## src/rtl/tav_pkg.sv

```systemverilog
package tav_pkg;

    localparam int MAX_ATTRS   = 8;
    localparam int TABLE_CODES = 8;
    localparam int HDR_BYTES   = 2;

    localparam int CFG_DW = 64;
    localparam int CFG_AW = 3;

    // register indexes
    localparam logic [CFG_AW-1:0] REG_EXP_CODES  = 3'd0;
    localparam logic [CFG_AW-1:0] REG_EXP_COUNT  = 3'd1;
    localparam logic [CFG_AW-1:0] REG_KNOWN_LO   = 3'd2;
    localparam logic [CFG_AW-1:0] REG_KNOWN_HI   = 3'd3;
    localparam logic [CFG_AW-1:0] REG_LEN_TABLE  = 3'd4;
    localparam logic [CFG_AW-1:0] REG_ZTERM_MASK = 3'd5;

    typedef enum logic [1:0] {
        PH_IDLE = 2'd0,
        PH_TYPE = 2'd1,
        PH_LEN  = 2'd2,
        PH_DATA = 2'd3
    } t_phase;

    typedef enum logic [2:0] {
        ERR_NONE      = 3'd0,
        ERR_HDR_OVR   = 3'd1,
        ERR_BAD_TYPE  = 3'd2,
        ERR_DATA_OVR  = 3'd3,
        ERR_ZERO_LEN  = 3'd4,
        ERR_SIZE      = 3'd5,
        ERR_UNTERM    = 3'd6
    } t_err;

endpackage

```

## src/rtl/tav_in_if.sv

```systemverilog
interface tav_in_if;
    logic        valid;
    logic        ready;
    logic        command;
    logic [15:0] value;

    modport source (output valid, output command, output value, input ready);
    modport sink   (input valid, input command, input value, output ready);
endinterface

```

## src/rtl/tav_res_if.sv

```systemverilog
interface tav_res_if;
    logic       valid;
    logic       ready;
    logic       ok;
    logic [2:0] error_code;
    logic [2:0] attr_index;

    modport source (output valid, output ok, output error_code, output attr_index, input ready);
    modport sink   (input valid, input ok, input error_code, input attr_index, output ready);
endinterface

```

## src/rtl/tlv_attribute_validator.sv

```systemverilog
// Channel   Dir  Payload                              Beat
// i_in      in   command(1) value(16)                 start or one payload byte
// o_res     out  ok(1) error_code(3) attr_index(3)    one verdict per message
// i_cfg_*   in   we, idx(3), data(64)                 register write, no read-back
//
// One input beat per cycle while i_in.ready is high. Each beat updates the
// parse state and, when a verdict is reached, loads the result register in
// the same cycle; the verdict shows on o_res in the cycle after the
// deciding beat. i_in.ready drops only while a verdict sits in the result
// register and o_res.ready is low. Synchronous active-low reset clears the
// parse state, the result valid and the registers (known_hi resets to 7).
module tlv_attribute_validator (
    input  logic                        i_clk,
    input  logic                        i_rst_n,
    tav_in_if.sink                      i_in,
    tav_res_if.source                   o_res,
    input  logic                        i_cfg_we,
    input  logic [tav_pkg::CFG_AW-1:0]  i_cfg_idx,
    input  logic [tav_pkg::CFG_DW-1:0]  i_cfg_data
);
    import tav_pkg::*;

    // configuration registers
    logic [63:0] r_exp_codes;
    logic [3:0]  r_exp_count;
    logic [2:0]  r_known_lo;
    logic [2:0]  r_known_hi;
    logic [63:0] r_len_table;
    logic [7:0]  r_zterm_mask;

    // parse state
    t_phase      r_phase,     n_phase;
    logic [15:0] r_bytes,     n_bytes;
    logic [3:0]  r_pos,       n_pos;
    logic [7:0]  r_cur_type,  n_cur_type;
    logic [7:0]  r_data_left, n_data_left;

    // result register
    logic        r_ov,  n_ov;
    logic        r_ok,  n_ok;
    t_err        r_err, n_err;
    logic [2:0]  r_idx, n_idx;

    logic        accept;
    logic [3:0]  eff_cnt;
    logic [7:0]  b;
    logic [15:0] bytes_dec;
    logic [7:0]  exp_code;
    logic [7:0]  need_len;
    logic        known;
    logic        zterm;

    // begin-next-attribute evaluation, shared by start of message and end of attribute
    logic        na_go;
    logic [3:0]  na_pos;
    logic [15:0] na_bytes;

    assign i_in.ready = !r_ov || o_res.ready;
    assign accept     = i_in.valid && i_in.ready;

    assign o_res.valid      = r_ov;
    assign o_res.ok         = r_ok;
    assign o_res.error_code = r_err;
    assign o_res.attr_index = r_idx;

    assign eff_cnt   = (r_exp_count > 4'(MAX_ATTRS)) ? 4'(MAX_ATTRS) : r_exp_count;
    assign b         = i_in.value[7:0];
    assign bytes_dec = (r_bytes != 16'd0) ? r_bytes - 16'd1 : r_bytes;
    assign exp_code  = r_exp_codes[{r_pos[2:0], 3'b000} +: 8];
    assign need_len  = r_len_table[{r_cur_type[2:0], 3'b000} +: 8];
    assign known     = ({5'd0, r_known_lo} <= r_cur_type) && (r_cur_type <= {5'd0, r_known_hi})
                       && (r_cur_type < 8'(TABLE_CODES));
    assign zterm     = r_zterm_mask[r_cur_type[2:0]];

    always_comb begin
        n_phase     = r_phase;
        n_bytes     = r_bytes;
        n_pos       = r_pos;
        n_cur_type  = r_cur_type;
        n_data_left = r_data_left;
        n_ov        = r_ov && !o_res.ready;
        n_ok        = r_ok;
        n_err       = r_err;
        n_idx       = r_idx;
        na_go       = 1'b0;
        na_pos      = 4'd0;
        na_bytes    = i_in.value;

        if (accept) begin
            if (!i_in.command) begin
                // start of message: restart abandons any message in flight
                n_bytes     = i_in.value;
                n_pos       = 4'd0;
                n_cur_type  = 8'd0;
                n_data_left = 8'd0;
                na_go       = 1'b1;
                na_pos      = 4'd0;
                na_bytes    = i_in.value;
            end else if (r_phase != PH_IDLE) begin
                n_bytes = bytes_dec;
                case (r_phase)
                    PH_TYPE: begin
                        n_cur_type = b;
                        if (b != exp_code) begin
                            n_ov = 1'b1; n_ok = 1'b0; n_err = ERR_BAD_TYPE;
                            n_idx = r_pos[2:0]; n_phase = PH_IDLE;
                        end else begin
                            n_phase = PH_LEN;
                        end
                    end
                    PH_LEN: begin
                        if ({8'd0, b} > bytes_dec) begin
                            n_ov = 1'b1; n_ok = 1'b0; n_err = ERR_DATA_OVR;
                            n_idx = r_pos[2:0]; n_phase = PH_IDLE;
                        end else if (b == 8'd0) begin
                            n_ov = 1'b1; n_ok = 1'b0; n_err = ERR_ZERO_LEN;
                            n_idx = r_pos[2:0]; n_phase = PH_IDLE;
                        end else if (known && need_len != 8'd0 && b != need_len) begin
                            n_ov = 1'b1; n_ok = 1'b0; n_err = ERR_SIZE;
                            n_idx = r_pos[2:0]; n_phase = PH_IDLE;
                        end else begin
                            n_data_left = b;
                            n_phase     = PH_DATA;
                        end
                    end
                    PH_DATA: begin
                        n_data_left = (r_data_left != 8'd0) ? r_data_left - 8'd1 : r_data_left;
                        if (n_data_left == 8'd0) begin
                            // last data byte of the attribute is this beat
                            if (known && zterm && b != 8'd0) begin
                                n_ov = 1'b1; n_ok = 1'b0; n_err = ERR_UNTERM;
                                n_idx = r_pos[2:0]; n_phase = PH_IDLE;
                            end else begin
                                n_pos    = r_pos + 4'd1;
                                na_go    = 1'b1;
                                na_pos   = r_pos + 4'd1;
                                na_bytes = bytes_dec;
                            end
                        end
                    end
                    default: begin
                        n_phase = PH_IDLE;
                    end
                endcase
            end

            if (na_go) begin
                // live count: lowering it mid-message ends with ok
                if (na_pos >= eff_cnt) begin
                    n_ov = 1'b1; n_ok = 1'b1; n_err = ERR_NONE;
                    n_idx = (eff_cnt == 4'd0) ? 3'd0 : 3'(eff_cnt - 4'd1);
                    n_phase = PH_IDLE;
                end else if (na_bytes < 16'(HDR_BYTES)) begin
                    n_ov = 1'b1; n_ok = 1'b0; n_err = ERR_HDR_OVR;
                    n_idx = na_pos[2:0]; n_phase = PH_IDLE;
                end else begin
                    n_phase = PH_TYPE;
                end
            end
        end
    end

    always_ff @(posedge i_clk) begin
        if (!i_rst_n) begin
            r_phase     <= PH_IDLE;
            r_bytes     <= '0;
            r_pos       <= '0;
            r_cur_type  <= '0;
            r_data_left <= '0;
            r_ov        <= 1'b0;
        end else begin
            r_phase     <= n_phase;
            r_bytes     <= n_bytes;
            r_pos       <= n_pos;
            r_cur_type  <= n_cur_type;
            r_data_left <= n_data_left;
            r_ov        <= n_ov;
        end
    end

    // result payload, no reset needed
    always_ff @(posedge i_clk) begin
        r_ok  <= n_ok;
        r_err <= n_err;
        r_idx <= n_idx;
    end

    always_ff @(posedge i_clk) begin
        if (!i_rst_n) begin
            r_exp_codes  <= '0;
            r_exp_count  <= '0;
            r_known_lo   <= '0;
            r_known_hi   <= 3'd7;
            r_len_table  <= '0;
            r_zterm_mask <= '0;
        end else if (i_cfg_we) begin
            case (i_cfg_idx)
                REG_EXP_CODES:  r_exp_codes  <= i_cfg_data;
                REG_EXP_COUNT:  r_exp_count  <= i_cfg_data[3:0];
                REG_KNOWN_LO:   r_known_lo   <= i_cfg_data[2:0];
                REG_KNOWN_HI:   r_known_hi   <= i_cfg_data[2:0];
                REG_LEN_TABLE:  r_len_table  <= i_cfg_data;
                REG_ZTERM_MASK: r_zterm_mask <= i_cfg_data[7:0];
                default: begin
                end
            endcase
        end
    end

endmodule
```

## src/flat_wrapper.sv

```systemverilog
// flat-port wrapper written by rule: the top's interface ports become plain ports
module tlv_attribute_validator_flat import tav_pkg::*;
  (i_clk, i_rst_n, i_cfg_we, i_cfg_idx, i_cfg_data, i_in_valid, i_in_command, i_in_value, i_in_ready, o_res_valid, o_res_ok, o_res_error_code, o_res_attr_index, o_res_ready);
  tav_in_if i_in_i ();
  tav_res_if o_res_i ();
  input  logic i_clk;
  input  logic i_rst_n;
  input  logic i_cfg_we;
  input  logic [tav_pkg::CFG_AW-1:0] i_cfg_idx;
  input  logic [tav_pkg::CFG_DW-1:0] i_cfg_data;
  input wire logic [$bits(i_in_i.valid)-1:0] i_in_valid;
  input wire logic [$bits(i_in_i.command)-1:0] i_in_command;
  input wire logic [$bits(i_in_i.value)-1:0] i_in_value;
  output wire logic [$bits(i_in_i.ready)-1:0] i_in_ready;
  output wire logic [$bits(o_res_i.valid)-1:0] o_res_valid;
  output wire logic [$bits(o_res_i.ok)-1:0] o_res_ok;
  output wire logic [$bits(o_res_i.error_code)-1:0] o_res_error_code;
  output wire logic [$bits(o_res_i.attr_index)-1:0] o_res_attr_index;
  input wire logic [$bits(o_res_i.ready)-1:0] o_res_ready;
  assign i_in_i.valid = i_in_valid;
  assign i_in_i.command = i_in_command;
  assign i_in_i.value = i_in_value;
  assign i_in_ready = i_in_i.ready;
  assign o_res_valid = o_res_i.valid;
  assign o_res_ok = o_res_i.ok;
  assign o_res_error_code = o_res_i.error_code;
  assign o_res_attr_index = o_res_i.attr_index;
  assign o_res_i.ready = o_res_ready;
  tlv_attribute_validator u_core (.i_clk(i_clk), .i_rst_n(i_rst_n), .i_in(i_in_i), .o_res(o_res_i), .i_cfg_we(i_cfg_we), .i_cfg_idx(i_cfg_idx), .i_cfg_data(i_cfg_data));
endmodule
```

## config.mk

```make
export PLATFORM = sky130hd
export DESIGN_NAME = tlv_attribute_validator_flat
export DESIGN_NICKNAME = d
export VERILOG_FILES = /design/src/rtl/tav_pkg.sv /design/src/rtl/tav_in_if.sv /design/src/rtl/tav_res_if.sv /design/src/rtl/tlv_attribute_validator.sv /design/src/flat_wrapper.sv
export SDC_FILE = /design/constraint.sdc
export NUM_CORES = 1
export LEC_CHECK = 0
export BUFFER_PORTS_ARGS = -buffer_cell sky130_fd_sc_hd__buf_2
export CAP_MARGIN = 5
export CORE_ASPECT_RATIO = 1.25
export CORE_UTILIZATION = 54
export CTS_BUF_LIST = sky130_fd_sc_hd__clkbuf_8 sky130_fd_sc_hd__clkbuf_16
export DETAILED_ROUTE_END_ITERATION = 10
export GPL_ROUTABILITY_DRIVEN = 1
export HOLD_SLACK_MARGIN = 0.15
export PLACE_DENSITY = 0.8
export SLEW_MARGIN = 40
export SYNTH_ARGS = -nofsm -noshare
export SYNTH_HDL_FRONTEND = slang
export SYNTH_SLANG_ARGS = --single-unit
```

## constraint.sdc

```tcl
create_clock -name i_clk -period 4.24 [get_ports i_clk]
set_input_delay 0 -clock i_clk [delete_from_list [all_inputs] [get_ports i_clk]]
set_output_delay 0 -clock i_clk [all_outputs]
set_load 0.01 [all_outputs]
```

==> metrics <==
outcome finished, final reports clean; post-route setup TNS 0 ps; Sw Share 29.7%; Yosys warnings 0; Crit. Startpoint u_core.r_data_left[0]; Final Skew 16.2 ps; Detail Placement HPWL 20.8 mm; Post-Syn Area per Cell 8.28 µm²; worst path arrival time 4240 ps; async set or reset register ratio after synthesis 0%; Gate power share 15.8%; Pwr per Cell Area 335 nW/µm²; Slew @ Worst Pin 827 ps; r2r setup slk 180 ps; worst hold start i_in_command; Pint 2.96 mW; Critical Setup Path Class reg2reg; drt via density 5.97; Die X 126 µm; RR Endpoint u_core.o_res.attr_index[1]; Synth top area share 35.8%; Final Max Slew Viols 0; unrepaired setup endpoints after global routing no; Seq pwr share 45.3%; Seq/Total Area, Yosys 37.8%; Net Count, Synth 1364; DR WL/cell 19.4 µm; final setup fails 0; Rel. slew slack 44.8%; FF-to-FF Start u_core.r_data_left[0]; fin crit period 4060 ps; Final Cell Area 12600 µm²; global-route wire length before repair 49.7 mm; most numerous cell in the Yosys netlist nand2_1; GRT Resource Usage Total 32.6%; Worst Path Required 4430 ps; Synth area leader dfxtp_1; hold path depth 6; core area 18800 µm²; GRT Residual Overflow 0; clk_lat worst skew 440 ps; synthesis-to-layout area growth 21.6%; Peak VDD IR 271 µV; Starting Density 55.1%; Post-synth top cells 337 x nand2_1, 185 x dfxtp_1, 142 x a21boi_0; Root Buffer clkbuf_16; Syn Inst Count 1249; layout cells sized above 1 14.6%; # nets final 1516; Longest Clk Path Bufs 2; final cycle utilization of the critical path 95.7%; Routed Antenna Nets 0; number of synthesized flops with an enable pin 7; Fin. Hold Viols 0; clk sinks 192; Port-buffer cells 97; CTS tree done; number of global-route vias before repair 9577; clock share of power 38.9%; Yosys reg bits 192; TritonCTS Buffers 17; crit end category flip-flop; clock-pin slew on the worst setup and hold paths 80 ps; antenna violations before repair 3; Cell variety after synth 70; CTS H-Tree Depth 4; GPL Wtd Cong 0.933; via count 9839; DR DRC count 0; Fmax 247 MHz; Net Sw Power 1.25 mW; Routed WL 31.9 mm; Post-Place Cell Area 11000 µm²; Lkg Pwr 4.52 nW; critical path fanouts, max 7; Worst Hold Class in2reg; Pre-antenna DRT Iters 5; Post-synth top flop dfxtp_1; Netlist Area Pre-Place 10300 µm²; CP startpoint kind flip-flop; initial DRC count 886; Max-Cap Viols 0; full die area 19700 µm²; Cell Rows 56; largest net degree at the start of global routing 127; top cells by area, synth dfxtp_1 36%, nand2_1 12%, a21boi_0 10%, mux2i_1 5.0%, mux4_2 3.5%; WHS Endpoint u_core.r_pos[3]; Top Ports 98; Worst Reg-to-Reg Cells 15; die height 157 µm
==> cell usage in the layout (no fill, tap or decap), types with 29 or more instances in the layout <==
cell             n
a21boi_0       142
a21oi_1         29
buf_2           96
dfxtp_1        184
dlygate4sd3_1   89
mux2i_1         52
nand2_1        337
nor2_1          41
nor2b_1         34
==> how the worst max path moves through the flow <==
stage / end / slack (ps) / cells past startpoint
detailed placement: u_core.o_res.attr_index[0] / 170 / 15
global route: u_core.o_res.attr_index[2] / 20 / 15
CTS: u_core.o_res.attr_index[1] / 150 / 16
finish: u_core.o_res.attr_index[1] / 180 / 15
floorplan: u_core.o_res.attr_index[0] / 120 / 16
global placement: u_core.o_res.attr_index[0] / 250 / 15
==> per-stage QoR <==
stage | setup slack (ps) | std cells | power [mW] | hold WS [ps] | util (%)
2_1_floorplan | 122 | 1249 | 2.33 | 125 | -
3_3_place_gp | 253 | 1524 | 2.52 | 266 | 58.7
3_5_place_dp | 171 | 1524 | 2.53 | 273 | 58.7
4_1_cts | 146 | 1645 | 4.19 | 212 | 66.8
5_1_grt | 15.6 | 1649 | 4.37 | 235 | 67.0
6_report | 184 | 1649 | 4.22 | 220 | 67.0
==> metal layers <==
layer | vias up | part of all wire, % | wire [µm] | global-route usage (%)
met5 | - | 0 | 0 | 0
met4 | 0 | 6.4 | 2050 | 22.3
met3 | 105 | 5.1 | 1640 | 4.99
met2 | 384 | 50 | 16000 | 57.8
met1 | 4684 | 38 | 12300 | 36.2
li1 | 4666 | - | - | -
==> sequential cells by signal, summed over array words and instances (netlist names) <==
| signal | flops |
|---|---|
| u_core.r_exp_count | 4 |
| u_core.o_res.valid | 1 |
| u_core.r_exp_codes | 64 |
| u_core.r_phase | 2 |
| u_core.r_bytes | 16 |
| u_core.r_pos | 4 |
| u_core.o_res.error_code | 3 |
| u_core.o_res.attr_index | 3 |
| u_core.r_cur_type | 8 |
| u_core.r_len_table | 64 |
| u_core.r_known_lo | 3 |
| u_core.r_known_hi | 3 |
| u_core.r_data_left | 8 |
| u_core.r_zterm_mask | 8 |
| u_core.o_res.ok | 1 |
==> cells by family (layout without fill, tap and decap cells) <==
family / after synthesis / after routing / synth area share [%]
XOR/XNOR: 24 / 24 / 2.03
multiplexers: 70 / 70 / 8.73
flip-flops: 192 / 192 / 37.8
other: 0 / 3 / 0
buffers and inverters: 108 / 273 / 4.18
AO/OA/AOI/OAI: 302 / 302 / 20.9
adder cells (fa/ha/maj): 26 / 26 / 3.14
AND/OR/NAND/NOR: 527 / 527 / 23.2
==> power by group through the flow <==
stage | Sequential (mW) | Clock, mW | Combinational (mW)
5_1_grt | 1.91 | 1.73 | 0.724
4_1_cts | 1.91 | 1.64 | 0.648
3_5_place_dp | 1.95 | 0 | 0.579
3_3_place_gp | 1.95 | 0 | 0.573
6_report | 1.91 | 1.64 | 0.667
2_1_floorplan | 1.94 | 0 | 0.393
==> layout make-up <==
| type | count | area (µm²) |
|---|---|---|
| fillers | 1428 | 6200 |
| well taps | 232 | 290 |
| repair buffers | 213 | 1600 |
| flip-flops and latches | 192 | 3920 |
| inverters | 28 | 105 |
| diodes | 3 | 7.51 |
| clock buffers | 17 | 425 |
| clock inverters | 15 | 189 |
| multi-input cells | 949 | 6050 |
==> critical path, stage by stage (launching register included) <==
cell and delay, ps:
dfxtp_1 370, or4_1 600, nor4_2 230, mux2i_1 300, and3b_2 270, nand4b_1 160, or2_2 330, ha_1 270
nand2b_1 140, a21o_1 170, a21o_1 160, a21oi_1 200, buf_4 160, o31ai_1 60, o21a_1 120, a221o_1 260
==> what timing repair did <==
action / 4_1_cts / 5_1_grt
buffers inserted: 0 / 0
setup endpoints to repair: 0 / 3
hold endpoints to repair: 176 / 0
resized for setup: 0 / 6
hold buffers: 89 / 0
No activity file was read; power rests on OpenSTA's default activity.
